<file path="config.mk">
export PLATFORM = sky130hd
export DESIGN_NAME = marker_tracking_velocity_law_top_flat
export DESIGN_NICKNAME = d
export VERILOG_FILES = /design/src/rtl/mtvl_pkg.sv /design/src/rtl/mtvl_req_if.sv /design/src/rtl/mtvl_rsp_if.sv /design/src/rtl/marker_tracking_velocity_law_top.sv /design/src/flat_wrapper.sv
export SDC_FILE = /design/constraint.sdc
export NUM_CORES = 1
export LEC_CHECK = 0
export ABC_CLOCK_PERIOD_IN_PS = 6640
export BUFFER_PORTS_ARGS = -buffer_cell sky130_fd_sc_hd__buf_2
export CAP_MARGIN = 15
export CORE_ASPECT_RATIO = 0.6
export CORE_MARGIN = 10
export CORE_UTILIZATION = 28
export DETAILED_ROUTE_END_ITERATION = 6
export PLACE_DENSITY = 0.5
export SLEW_MARGIN = 20
export SYNTH_ARGS = -nofsm -noshare
export SYNTH_HDL_FRONTEND = slang
export SYNTH_SLANG_ARGS = --single-unit
</file>
<file path="constraint.sdc">
create_clock -name clock -period 6.64 [get_ports clock]
set_input_delay 0.664 -clock clock [delete_from_list [all_inputs] [get_ports clock]]
set_output_delay 0.664 -clock clock [all_outputs]
set_load 0.01 [all_outputs]
</file>
<file path="src/rtl/mtvl_pkg.sv">
// ----------------------------------------------------------------------------
// Marker tracking velocity law package
// Widths, register indexes, thresholds and helper functions of the block.
// ----------------------------------------------------------------------------
`timescale 1ns / 1ps
`default_nettype none

package mtvl_pkg;

   localparam int VAL_W = 16;
   localparam int ERR_W = VAL_W + 1;
   localparam int CMD_W = VAL_W + 2;
   localparam int HISTORY_DEPTH_DEF = 4;
   localparam int CSR_ADDR_W = 2;

   localparam logic [CSR_ADDR_W-1:0] CSR_TARGET_X = 2'd0;
   localparam logic [CSR_ADDR_W-1:0] CSR_TARGET_Y = 2'd1;
   localparam logic [CSR_ADDR_W-1:0] CSR_TARGET_R = 2'd2;

   localparam logic signed [VAL_W-1:0] TARGET_X_RST = 16'sd4096;
   localparam logic signed [VAL_W-1:0] TARGET_Y_RST = -16'sd2458;
   localparam logic signed [VAL_W-1:0] TARGET_R_RST = 16'sd0;

   localparam logic signed [ERR_W-1:0] DZ_XY = 17'sd410;
   localparam logic signed [ERR_W-1:0] NEG_DZ_XY = -17'sd410;
   localparam logic signed [ERR_W-1:0] DZ_R = 17'sd820;
   localparam logic signed [ERR_W-1:0] NEG_DZ_R = -17'sd820;
   localparam logic signed [ERR_W-1:0] CAP_X = 17'sd2048;
   localparam logic signed [VAL_W-1:0] STILL = 16'sd41;
   localparam logic signed [VAL_W-1:0] NEG_STILL = -16'sd41;
   localparam logic signed [VAL_W-1:0] FAST = 16'sd1228;
   localparam logic signed [VAL_W-1:0] NEG_FAST = -16'sd1228;
   localparam logic signed [VAL_W-1:0] VAL_MAX = 16'sd32767;
   localparam logic signed [VAL_W-1:0] VAL_MIN = -16'sd32768;
   localparam logic signed [CMD_W-1:0] CMD_MAX = 18'sd32767;
   localparam logic signed [CMD_W-1:0] CMD_MIN = -18'sd32768;

   function automatic logic signed [VAL_W-1:0] sat16(input logic signed [CMD_W-1:0] v);
      logic signed [VAL_W-1:0] r;
      if (v > CMD_MAX) begin
         r = VAL_MAX;
      end else if (v < CMD_MIN) begin
         r = VAL_MIN;
      end else begin
         r = v[VAL_W-1:0];
      end
      return r;
   endfunction

   function automatic logic signed [CMD_W-1:0] reverse_boost(
      input logic signed [VAL_W-1:0] prev,
      input logic signed [CMD_W-1:0] v
   );
      logic signed [CMD_W-1:0] r;
      if ((prev < 16'sd0 && v > 18'sd0) || (prev > 16'sd0 && v < 18'sd0)) begin
         r = v <<< 1;
      end else begin
         r = v;
      end
      return r;
   endfunction

   function automatic logic [ERR_W-1:0] abs17(input logic signed [VAL_W-1:0] v);
      logic signed [ERR_W-1:0] e;
      e = ERR_W'(v);
      return (e < 17'sd0) ? ERR_W'(-e) : ERR_W'(e);
   endfunction

endpackage

`default_nettype wire

</file>
<file path="src/rtl/mtvl_req_if.sv">
// ----------------------------------------------------------------------------
// Marker pose channel
// Valid/ready channel that carries one measured marker pose per transfer.
// ----------------------------------------------------------------------------
`timescale 1ns / 1ps
`default_nettype none

interface mtvl_req_if;
   logic valid;
   logic ready;
   logic signed [mtvl_pkg::VAL_W-1:0] pos_x;
   logic signed [mtvl_pkg::VAL_W-1:0] pos_y;
   logic signed [mtvl_pkg::VAL_W-1:0] pos_r;

   modport source (output valid, output pos_x, output pos_y, output pos_r, input ready);
   modport sink (input valid, input pos_x, input pos_y, input pos_r, output ready);
endinterface

`default_nettype wire

</file>
<file path="src/rtl/mtvl_rsp_if.sv">
// ----------------------------------------------------------------------------
// Velocity command channel
// Valid/ready channel that carries one velocity command set per transfer.
// ----------------------------------------------------------------------------
`timescale 1ns / 1ps
`default_nettype none

interface mtvl_rsp_if;
   logic valid;
   logic ready;
   logic signed [mtvl_pkg::VAL_W-1:0] vel_x;
   logic signed [mtvl_pkg::VAL_W-1:0] vel_y;
   logic signed [mtvl_pkg::VAL_W-1:0] vel_r;

   modport source (output valid, output vel_x, output vel_y, output vel_r, input ready);
   modport sink (input valid, input vel_x, input vel_y, input vel_r, output ready);
endinterface

`default_nettype wire

</file>
<file path="src/rtl/marker_tracking_velocity_law_top.sv">
// A pose goes to the input register, then its command to the result register;
// each holds one item. Throughput: one pose per cycle unless the output stalls.
// The per-axis previous commands and the direction histories close a registered loop.
// Reset (synchronous, active high) empties both registers, clears the histories
// and previous commands, sets the direction latch positive and restores the targets.
// ----------------------------------------------------------------------------
// Marker tracking velocity law
// Turns a measured marker pose into saturated x, y and rotation velocity
// commands with dead zones, reversal boost and a rotation direction latch.
// ----------------------------------------------------------------------------
`timescale 1ns / 1ps
`default_nettype none

module marker_tracking_velocity_law_top #(
   parameter int HISTORY_DEPTH = mtvl_pkg::HISTORY_DEPTH_DEF
) (
   input  wire logic                               clock,
   input  wire logic                               reset,
   mtvl_req_if.sink                                req_if,
   mtvl_rsp_if.source                              rsp_if,
   input  wire logic                               csr_we,
   input  wire logic [mtvl_pkg::CSR_ADDR_W-1:0]    csr_addr,
   input  wire logic [mtvl_pkg::VAL_W-1:0]         csr_wdata
);
   import mtvl_pkg::*;

   logic                      s1_valid_ff;
   logic signed [VAL_W-1:0]   pos_x_ff, pos_y_ff, pos_r_ff;
   logic                      rsp_valid_ff;
   logic signed [VAL_W-1:0]   vel_x_ff, vel_y_ff, vel_r_ff;
   logic signed [VAL_W-1:0]   target_x_ff, target_y_ff, target_r_ff;
   logic signed [VAL_W-1:0]   prev_x_ff, prev_y_ff, prev_r_ff;
   logic signed [VAL_W-1:0]   rot_hist_ff [HISTORY_DEPTH];
   logic signed [VAL_W-1:0]   ang_hist_ff [HISTORY_DEPTH];
   logic                      turn_ff;
   logic                      turn_in;

   logic                      advance;
   logic signed [ERR_W-1:0]   ex, ey, er, ex_dz, ey_dz, er_dz;
   logic signed [CMD_W-1:0]   vx_raw, vy_raw, vr_raw;
   logic signed [VAL_W-1:0]   vx_sat, vy_sat, vr_sat, vr_mag, vr_in;
   logic                      moving, flip, fast;

   assign advance = s1_valid_ff && (!rsp_valid_ff || rsp_if.ready);
   assign req_if.ready = !s1_valid_ff || advance;

   assign rsp_if.valid = rsp_valid_ff;
   assign rsp_if.vel_x = vel_x_ff;
   assign rsp_if.vel_y = vel_y_ff;
   assign rsp_if.vel_r = vel_r_ff;

   always_comb begin
      ex = ERR_W'(pos_x_ff) - ERR_W'(target_x_ff);
      ey = ERR_W'(target_y_ff) - ERR_W'(pos_y_ff);
      er = ERR_W'(pos_r_ff) - ERR_W'(target_r_ff);

      ex_dz = (ex > NEG_DZ_XY && ex < DZ_XY) ? '0 : ex;
      ey_dz = (ey > NEG_DZ_XY && ey < DZ_XY) ? '0 : ey;
      er_dz = (er > NEG_DZ_R && er < DZ_R) ? '0 : er;

      vx_raw = CMD_W'((ex_dz > CAP_X) ? CAP_X : ex_dz);
      vr_raw = CMD_W'(er_dz >>> 1);
      // The halved rotation error is either zero or well outside the still band.
      vy_raw = (vr_raw == '0) ? CMD_W'(ey_dz >>> 2) : '0;

      vx_sat = sat16(reverse_boost(prev_x_ff, vx_raw));
      vy_sat = sat16(reverse_boost(prev_y_ff, vy_raw));
      vr_sat = sat16(reverse_boost(prev_r_ff, vr_raw));

      moving = 1'b1;
      for (int i = 0; i < HISTORY_DEPTH; i++) begin
         if (rot_hist_ff[i] > NEG_STILL && rot_hist_ff[i] < STILL) begin
            moving = 1'b0;
         end
      end
      flip = moving && (abs17(ang_hist_ff[0]) < abs17(pos_r_ff));
      turn_in = turn_ff ^ flip;

      fast = (vr_sat > FAST) || (vr_sat < NEG_FAST);
      if (vr_sat < 16'sd0) begin
         vr_mag = (vr_sat == VAL_MIN) ? VAL_MAX : -vr_sat;
      end else begin
         vr_mag = vr_sat;
      end

      if (fast) begin
         vr_in = turn_in ? vr_mag : -vr_mag;
      end else if ((turn_in && vr_sat < 16'sd0) || (!turn_in && vr_sat > 16'sd0)) begin
         vr_in = '0;
      end else begin
         vr_in = vr_sat;
      end
   end

   always_ff @(posedge clock) begin
      if (reset) begin
         target_x_ff <= TARGET_X_RST;
         target_y_ff <= TARGET_Y_RST;
         target_r_ff <= TARGET_R_RST;
      end else if (csr_we) begin
         case (csr_addr)
            CSR_TARGET_X: target_x_ff <= csr_wdata;
            CSR_TARGET_Y: target_y_ff <= csr_wdata;
            CSR_TARGET_R: target_r_ff <= csr_wdata;
            default: ;
         endcase
      end
   end

   always_ff @(posedge clock) begin
      if (reset) begin
         s1_valid_ff <= 1'b0;
      end else if (req_if.ready) begin
         s1_valid_ff <= req_if.valid;
      end
   end

   always_ff @(posedge clock) begin
      if (req_if.ready && req_if.valid) begin
         pos_x_ff <= req_if.pos_x;
         pos_y_ff <= req_if.pos_y;
         pos_r_ff <= req_if.pos_r;
      end
   end

   always_ff @(posedge clock) begin
      if (reset) begin
         rsp_valid_ff <= 1'b0;
      end else if (advance) begin
         rsp_valid_ff <= 1'b1;
      end else if (rsp_if.ready) begin
         rsp_valid_ff <= 1'b0;
      end
   end

   always_ff @(posedge clock) begin
      if (advance) begin
         vel_x_ff <= vx_sat;
         vel_y_ff <= vy_sat;
         vel_r_ff <= vr_in;
      end
   end

   always_ff @(posedge clock) begin
      if (reset) begin
         prev_x_ff <= '0;
         prev_y_ff <= '0;
         prev_r_ff <= '0;
         turn_ff <= 1'b1;
         for (int i = 0; i < HISTORY_DEPTH; i++) begin
            rot_hist_ff[i] <= '0;
            ang_hist_ff[i] <= '0;
         end
      end else if (advance) begin
         prev_x_ff <= vx_sat;
         prev_y_ff <= vy_sat;
         prev_r_ff <= vr_sat;
         turn_ff <= turn_in;
         for (int i = 0; i < HISTORY_DEPTH - 1; i++) begin
            ang_hist_ff[i] <= ang_hist_ff[i + 1];
            rot_hist_ff[i] <= flip ? '0 : rot_hist_ff[i + 1];
         end
         ang_hist_ff[HISTORY_DEPTH - 1] <= pos_r_ff;
         rot_hist_ff[HISTORY_DEPTH - 1] <= vr_in;
      end
   end

endmodule

`default_nettype wire

</file>
<file path="src/flat_wrapper.sv">
// flat-port wrapper written by rule: the top's interface ports become plain ports
module marker_tracking_velocity_law_top_flat import mtvl_pkg::*;
#(
   parameter int HISTORY_DEPTH = mtvl_pkg::HISTORY_DEPTH_DEF
)
  (clock, reset, csr_we, csr_addr, csr_wdata, req_if_valid, req_if_pos_x, req_if_pos_y, req_if_pos_r, req_if_ready, rsp_if_valid, rsp_if_vel_x, rsp_if_vel_y, rsp_if_vel_r, rsp_if_ready);
  mtvl_req_if req_if_i ();
  mtvl_rsp_if rsp_if_i ();
  input  wire logic clock;
  input  wire logic reset;
  input  wire logic csr_we;
  input  wire logic [mtvl_pkg::CSR_ADDR_W-1:0] csr_addr;
  input  wire logic [mtvl_pkg::VAL_W-1:0] csr_wdata;
  input wire logic [$bits(req_if_i.valid)-1:0] req_if_valid;
  input wire logic [$bits(req_if_i.pos_x)-1:0] req_if_pos_x;
  input wire logic [$bits(req_if_i.pos_y)-1:0] req_if_pos_y;
  input wire logic [$bits(req_if_i.pos_r)-1:0] req_if_pos_r;
  output wire logic [$bits(req_if_i.ready)-1:0] req_if_ready;
  output wire logic [$bits(rsp_if_i.valid)-1:0] rsp_if_valid;
  output wire logic [$bits(rsp_if_i.vel_x)-1:0] rsp_if_vel_x;
  output wire logic [$bits(rsp_if_i.vel_y)-1:0] rsp_if_vel_y;
  output wire logic [$bits(rsp_if_i.vel_r)-1:0] rsp_if_vel_r;
  input wire logic [$bits(rsp_if_i.ready)-1:0] rsp_if_ready;
  assign req_if_i.valid = req_if_valid;
  assign req_if_i.pos_x = req_if_pos_x;
  assign req_if_i.pos_y = req_if_pos_y;
  assign req_if_i.pos_r = req_if_pos_r;
  assign req_if_ready = req_if_i.ready;
  assign rsp_if_valid = rsp_if_i.valid;
  assign rsp_if_vel_x = rsp_if_i.vel_x;
  assign rsp_if_vel_y = rsp_if_i.vel_y;
  assign rsp_if_vel_r = rsp_if_i.vel_r;
  assign rsp_if_i.ready = rsp_if_ready;
  marker_tracking_velocity_law_top #(.HISTORY_DEPTH(HISTORY_DEPTH)) u_core (.clock(clock), .reset(reset), .req_if(req_if_i), .rsp_if(rsp_if_i), .csr_we(csr_we), .csr_addr(csr_addr), .csr_wdata(csr_wdata));
endmodule
</file>
==> results of run 1 <==
==> worst max-delay path: cells and delay by family, from the launching register on <==
kind            cells  cell delay, ns
fa+ha+maj           4            0.97
simple gates       13            2.73
flops               1            0.42
compound gates      7            1.43
buf+inv             4            0.52
==> cell usage after synthesis, drive strengths merged, types with 6 or more instances <==
| master | number | area [um2] |
|---|---|---|
| and2 | 133 | 832 |
| inv | 86 | 323 |
| o2111ai | 9 | 85.1 |
| nand2b | 16 | 100 |
| a21o | 18 | 135 |
| xor2 | 29 | 262 |
| o31a | 6 | 52.6 |
| a211oi | 26 | 208 |
| xnor2 | 46 | 410 |
| buf | 19 | 146 |
| o21a | 20 | 150 |
| a31oi | 17 | 143 |
| clkbuf | 57 | 214 |
| nor4 | 36 | 244 |
| o21bai | 7 | 52.6 |
| or4 | 7 | 52.6 |
| a21oi | 116 | 622 |
| nand2 | 207 | 785 |
| edfxtp | 224 | 6730 |
| or3 | 13 | 81.3 |
| nor3 | 33 | 180 |
| o22ai | 6 | 37.5 |
| o21ai | 91 | 474 |
| dfxtp | 99 | 1980 |
| a311oi | 9 | 91.3 |
| mux2i | 54 | 553 |
| ha | 69 | 863 |
| and3 | 13 | 81.3 |
| nor2 | 125 | 474 |
| o31ai | 15 | 113 |
| nand4 | 27 | 175 |
| a211o | 6 | 52.6 |
| nand3 | 33 | 170 |
| or2 | 17 | 111 |
| nand3b | 15 | 113 |
| a311o | 6 | 60.1 |
| nor2b | 11 | 68.8 |
| o211ai | 10 | 75.1 |
==> report_power, final <==
group	internal (W)	total [W]	switching [W]
combinational	0.000565	0.00156	0.000994
clock	0.00109	0.00193	0.000843
sequential	0.00232	0.00240	0.0000749
==> metrics by stage <==
stage	cells	total power, W	hold slack [ns]
6_report	2826	0.00589	0.270
5_1_grt	2824	0.00623	0.246
4_1_cts	2817	0.00592	0.233
3_5_place_dp	2753	0.00395	0.447
3_3_place_gp	2753	0.00396	0.439
2_1_floorplan	1820	0.00346	0.425
==> kinds of logic (layout without fill, tap and decap cells) <==
family / count (synthesis) / after routing
and+or+nand+nor: 706 / 706
DFF: 323 / 323
adders and majority gates: 72 / 72
AOI/OAI and AO/OA: 423 / 423
other: 2 / 4
buffers and inverters: 162 / 315
xor gates and xnor gates: 75 / 75
muxes: 57 / 57
==> metal layers <==
layer  vias to the layer above  global-route usage  routed length, um
met5                         -                   0                  0
met4                         0              0.0320                985
met3                        65              0.0286               3440
met2                       376               0.192              20900
met1                      6833               0.215              28400
li1                       6926                   -                  -
==> worst max-delay path by stage <==
stage,slack (ns),startpoint,endpoint,cells past startpoint
floorplan,0.65,u_core.pos_r_ff[0],u_core.rot_hist_ff[3][12],25
global placement,0.33,u_core.pos_r_ff[6],u_core.rot_hist_ff[3][12],24
detailed placement,0.27,u_core.pos_r_ff[0],u_core.rot_hist_ff[3][14],26
CTS,0.22,u_core.pos_r_ff[0],u_core.rot_hist_ff[3][14],26
global route,0.005,u_core.pos_r_ff[4],u_core.rot_hist_ff[3][8],26
finish,0.42,u_core.pos_r_ff[0],u_core.rot_hist_ff[3][8],28
==> area by class of cell <==
type / count / area (um2)
well taps: 851 / 1060
fillers: 6522 / 43200
clock buffers: 47 / 941
flip-flops and latches: 323 / 8710
repair buffers: 165 / 951
diodes: 2 / 5.00
inverters: 86 / 328
multi-input cells: 1335 / 9000
clock inverters: 17 / 180
==> repair_timing <==
item	CTS	global route
endpoints found under the setup margin	0	15
resized for setup	0	24
buffers inserted	0	7
==> reports/results.ini, run 1 <==
[timing]
timing.final.crit_period_ns = 6.22
tightestPinTransition_ns = 0.988
max_freq_ghz = 0.161
grt_setup_unrepaired = false
fin_tns_setup_ns = 0
finalClockSkew_ns = 0.0329
hold_viol_final = 0
worst_slack_ns = 0.417
finalSetupViolations = 0
finalCritPeriodShare = 0.937
final-max-slew-violation-count = 0
slew_headroom = 0.339

[floorplan]
initial_core_util = 0.283
die-width_um = 349
design.core.area_mm2 = 0.0644
design.portCount = 121
die_height_um = 218
rows = 72
fp.dieArea_mm2 = 0.0760

[power_and_ir_drop]
total_leakage_power_nw = 8.05
peakVddDrop_v = 0.000169
power.density_mw_per_mm2 = 278

[logic_synthesis]
synth_enable_flop_cells = 224
post_synth_fa_ha_maj_area_fraction = 0.0507
synth.net_count = 1963
share_of_synthesized_area_spent_on_multiplexers = 0.0324
netlist-cell-type-count = 116
syn_avg_cell_area_um2 = 10.0
synthesis.area_mm2 = 0.0182
postSynthCellCount = 1820
synth_compound_gate_area_share = 0.163
postSynth.topFlopCell = sky130_fd_sc_hd__edfxtp_1
synth-simple-area-share = 0.201
count_of_synthesis_stage_warnings_from_yosys = 0
synthArstFlopShare = 0
yosys.area_share.xor_xnor = 0.0369
dominant_combinational_cell_family_by_area_after_synthesis = simple AND/OR/NAND/NOR gates
yosys_register_bits = 323
yosysSeqAreaShare = 0.478

[setup_path]
crit_required_ns = 7.05
critical_path.max_stage_delay_ns = 0.51
worst-endpoint-arrival_ns = 6.64
type_of_element_capturing_the_critical_path = flop
r2r_start = u_core.pos_r_ff[0]
crit_fanout = 7
cp_max_delay_cell = sky130_fd_sc_hd__or4b_1
timing.rr.end = u_core.rot_hist_ff[3][8]
worst_reg_to_reg_setup_slack_ns = 0.42
worstSetupPathType = flop to flop
reg2regPathDepth = 28
startpoint_type = flop

[clock_tree]
cts_clock_pin_slew_for_the_worst_setup_and_hold_paths_ns = 0.06
clk_root_buffer_cell = sky130_fd_sc_hd__clkbuf_16
number_of_buffers_added_by_the_clock_tree_synthesis_step = 35
h_tree_levels = 2
tritoncts = built
cts-hold-fix-buffers = 0
cts.sink_count = 323
clock_tree.buffer_depth = 3
clock_insertion_delay_worst_skew_ns = 0.57

[grt]
grt_max_degree = 79
via_count_of_the_first_global_routing_pass = 13600
grt_remaining_overflow = 0
grt_pass1_wl_um = 82900
grt_antenna_before_repair = 1
track_usage = 0.139

[min_path]
min_delay_worst_endpoint = u_core.pos_y_ff[2]
tightest_hold_check_type = input pin to flop
min_from = req_if_pos_y[2]
whs_path_depth = 1

[placement]
finalWeightedCongestion = 0.903
hpwl_um = 40700
portBuffers = 120
dpl-instance-area_mm2 = 0.0198
detailedPlace.worstSlack_ns = 0.274

[drt]
drt_iter0_drc = 1106
drc_errors = 0
wire_per_inst_um = 19.0
routed_wirelength_um = 53800
detailroute.via_count = 14200
detail_route.first_pass.iterations = 5
detail_route.vias_per_cell = 5.02
antenna_left = 0

[cells_and_area]
commonest_non_fill_non_tap_cell_in_the_layout = sky130_fd_sc_hd__edfxtp_1
top_regs = u_core.ang_hist_ff (64), u_core.rot_hist_ff (64)
syn2layout_area_growth_pct = 16.2
postLayoutCoreUtil = 0.329
final_instance_area_mm2 = 0.0212
post_route_cells_drive_above_1_share = 0.156
mostFrequentLayoutCells = sky130_fd_sc_hd__edfxtp_1 (224), sky130_fd_sc_hd__nand2_1 (206), sky130_fd_sc_hd__and2_1 (132)
layout_net_count = 2089

[job]
cap_viol_max_count = 0

[run_status]
outcome = completed

Note: power is estimated with default switching activity, not from simulation.
==> run 2: changes to the inputs <==
==> constraint.sdc (replaced) <==
create_clock -name clock -period 6.64 [get_ports clock]
set_input_delay 1.328 -clock clock [delete_from_list [all_inputs] [get_ports clock]]
set_output_delay 1.328 -clock clock [all_outputs]
set_load 0.01 [all_outputs]
==> run 2 against run 1 <==
  * Maximum frequency up 1.3%
  * Clock power shrank 3%
  * Register-to-register slack improved by 0.08 ns
  * Die area did not move
  * Sequential share of layout area barely moved
  * Count of clock-buffer cells in the layout grew 1
  * Wire length hardly changed
  * Worst hold slack better by 0.18 ns
  * Cell area about the same
  * Critical path type unchanged
  * Largest cell class unchanged
==> reports/results.ini, run 2 (synthesis gave the netlist of run 1 again) <==
[timing]
max_freq_ghz = 0.163
hold_viol_final = 0
final-max-slew-violation-count = 0
worst_slack_ns = 0.495
finalSetupViolations = 0
fin_tns_setup_ns = 0
grt_setup_unrepaired = false
timing.final.crit_period_ns = 6.14
finalClockSkew_ns = 0.0147
slew_headroom = 0.306
tightestPinTransition_ns = 1.04
finalCritPeriodShare = 0.925

[floorplan]
initial_core_util = 0.283
die_height_um = 218
design.portCount = 121
fp.dieArea_mm2 = 0.0760
rows = 72
die-width_um = 349
design.core.area_mm2 = 0.0644

[setup_path]
critical_path.max_stage_delay_ns = 0.51
r2r_start = u_core.pos_r_ff[0]
reg2regPathDepth = 26
timing.critical_path.buf_inv = 3
startpoint_type = flop
timing.critical_path.max_delay_family = simple AND/OR/NAND/NOR gates
worstSetupPathType = flop to flop
timing.rr.end = u_core.rot_hist_ff[3][14]
cp_max_delay_cell = sky130_fd_sc_hd__or4b_1
crit_fanout = 7
crit_required_ns = 7.05
worst-endpoint-arrival_ns = 6.55
type_of_element_capturing_the_critical_path = flop
worst_reg_to_reg_setup_slack_ns = 0.50

[cells_and_area]
commonest_non_fill_non_tap_cell_in_the_layout = sky130_fd_sc_hd__edfxtp_1
post_route_cells_drive_above_1_share = 0.158
top_regs = u_core.ang_hist_ff (64), u_core.rot_hist_ff (64)
mostFrequentLayoutCells = sky130_fd_sc_hd__edfxtp_1 (224), sky130_fd_sc_hd__nand2_1 (206), sky130_fd_sc_hd__and2_1 (132)
finalNonFillerCells = 2827
layout_net_count = 2092
postLayoutCoreUtil = 0.328
syn2layout_area_growth_pct = 16.1
n_fill_cell = 6540

[clock_tree]
clock_tree.buffer_depth = 3
clk_root_buffer_cell = sky130_fd_sc_hd__clkbuf_16
tritoncts = built
cts_clock_pin_slew_for_the_worst_setup_and_hold_paths_ns = 0.06
h_tree_levels = 2
number_of_buffers_added_by_the_clock_tree_synthesis_step = 34
clock_insertion_delay_worst_skew_ns = 0.54
cts-hold-fix-buffers = 0
cts.sink_count = 323

[run_status]
outcome = completed

[power_and_ir_drop]
peakVddDrop_v = 0.000127
total_leakage_power_nw = 8.04
power.density_mw_per_mm2 = 275

[placement]
hpwl_um = 40300
post-place-cells = 2755
detailedPlace.worstSlack_ns = 0.179
finalWeightedCongestion = 0.892
portBuffers = 120

[min_path]
whs_path_depth = 2
min_delay_worst_endpoint = u_core.prev_x_ff[2]
tightest_hold_check_type = flop to flop
min_from = u_core.prev_x_ff[2]

[drt]
detailroute.via_count = 14300
wire_per_inst_um = 19.0
drc_errors = 0
antenna_left = 0
detail_route.vias_per_cell = 5.05
routed_wirelength_um = 53800
detail_route.first_pass.iterations = 5
drt_iter0_drc = 1177

[grt]
grt_max_degree = 85
grt_pass1_wl_um = 82400
grt_remaining_overflow = 0
via_count_of_the_first_global_routing_pass = 13800
grt_antenna_before_repair = 1
track_usage = 0.137

[job]
cap_viol_max_count = 0

[run 2: cell types whose count changed in the layout (fill, tap and decap cells not counted), moves of 2 or more]
cell | before | now
sky130_fd_sc_hd__o21ai_1 | 14 | 11
sky130_fd_sc_hd__o21ai_2 | 3 | 5
sky130_fd_sc_hd__clkinv_2 | 5 | 3
sky130_fd_sc_hd__buf_4 | 44 | 49
[run 2: worst register-to-register path: stages, from the launching register on]
cell                        delay, ns
sky130_fd_sc_hd__edfxtp_1        0.42
sky130_fd_sc_hd__inv_1           0.14
sky130_fd_sc_hd__ha_1            0.22
sky130_fd_sc_hd__fa_2            0.25
sky130_fd_sc_hd__nand2b_2        0.20
sky130_fd_sc_hd__a21oi_1         0.10
sky130_fd_sc_hd__o211a_1         0.25
sky130_fd_sc_hd__or4b_1          0.51
sky130_fd_sc_hd__o311a_1         0.25
sky130_fd_sc_hd__nor3_4          0.23
sky130_fd_sc_hd__a31o_1          0.25
sky130_fd_sc_hd__nand2_4         0.11
sky130_fd_sc_hd__o311a_1         0.38
sky130_fd_sc_hd__ha_1            0.27
sky130_fd_sc_hd__inv_1           0.12
sky130_fd_sc_hd__nor3_2          0.06
sky130_fd_sc_hd__nand4_1         0.13
sky130_fd_sc_hd__nor4_2          0.06
sky130_fd_sc_hd__or2_2           0.32
sky130_fd_sc_hd__nor3_1          0.17
sky130_fd_sc_hd__ha_2            0.26
sky130_fd_sc_hd__o2111ai_1       0.21
sky130_fd_sc_hd__nor4b_4         0.31
sky130_fd_sc_hd__buf_4           0.19
sky130_fd_sc_hd__nand4_1         0.13
sky130_fd_sc_hd__a221oi_2        0.33
sky130_fd_sc_hd__and2_1          0.16
[run 2: per-stage QoR]
| stage | total power, W | hold WS, ns | instance area, um2 |
|---|---|---|---|
| 2_1_floorplan | 0.00346 | 0.425 | 18200 |
| 3_3_place_gp | 0.00394 | 0.439 | 19900 |
| 3_5_place_dp | 0.00393 | 0.443 | 19900 |
| 4_1_cts | 0.00585 | 0.458 | 20900 |
| 5_1_grt | 0.00614 | 0.479 | 21200 |
| 6_report | 0.00582 | 0.455 | 21200 |
[run 2: worst max-delay path by stage]
stage	start	endpoint	slack [ns]	cells after the start
floorplan	u_core.pos_r_ff[0]	u_core.rot_hist_ff[3][12]	0.65	25
global placement	u_core.pos_r_ff[0]	u_core.rot_hist_ff[3][10]	0.44	26
detailed placement	u_core.pos_r_ff[0]	u_core.rot_hist_ff[3][14]	0.18	26
CTS	u_core.pos_r_ff[0]	u_core.rot_hist_ff[3][14]	0.17	26
global route	u_core.pos_r_ff[0]	u_core.rot_hist_ff[3][8]	0.07	28
finish	u_core.pos_r_ff[0]	u_core.rot_hist_ff[3][14]	0.50	26
[run 2: area by class of cell]
cell class	count	area (um2)	area share
Clock inverter	14	118	0.00556
Tap cell	851	1060	0.0503
Antenna cell	1	2.50	0.000118
Timing Repair Buffer	169	968	0.0458
Multi-Input combinational cell	1335	9010	0.426
Inverter	86	328	0.0155
Clock buffer	48	955	0.0451
Sequential cell	323	8710	0.412
[run 2: layer usage]
layer	wire (um)	part of all wire	up-vias	global-route usage
met2	21500	0.40	376	0.191
met1	28400	0.53	6937	0.215
li1	-	-	6913	-
met3	3180	0.059	54	0.0267
met5	0	0	-	0
met4	669	0.012	0	0.0238
[run 2: what timing repair did]
item	in CTS	in global routing
hold endpoints to repair	0	0
endpoints found under the setup margin	0	18
gates resized for setup	0	28
buffers inserted	0	9
[run 2: report_power, final]
part           switching (W)  leakage [nW]  internal [W]  total [W]
Sequential         0.0000791          3.08       0.00232    0.00240
Combinational       0.000971          4.44      0.000569    0.00154
Clock               0.000824         0.521       0.00105    0.00188
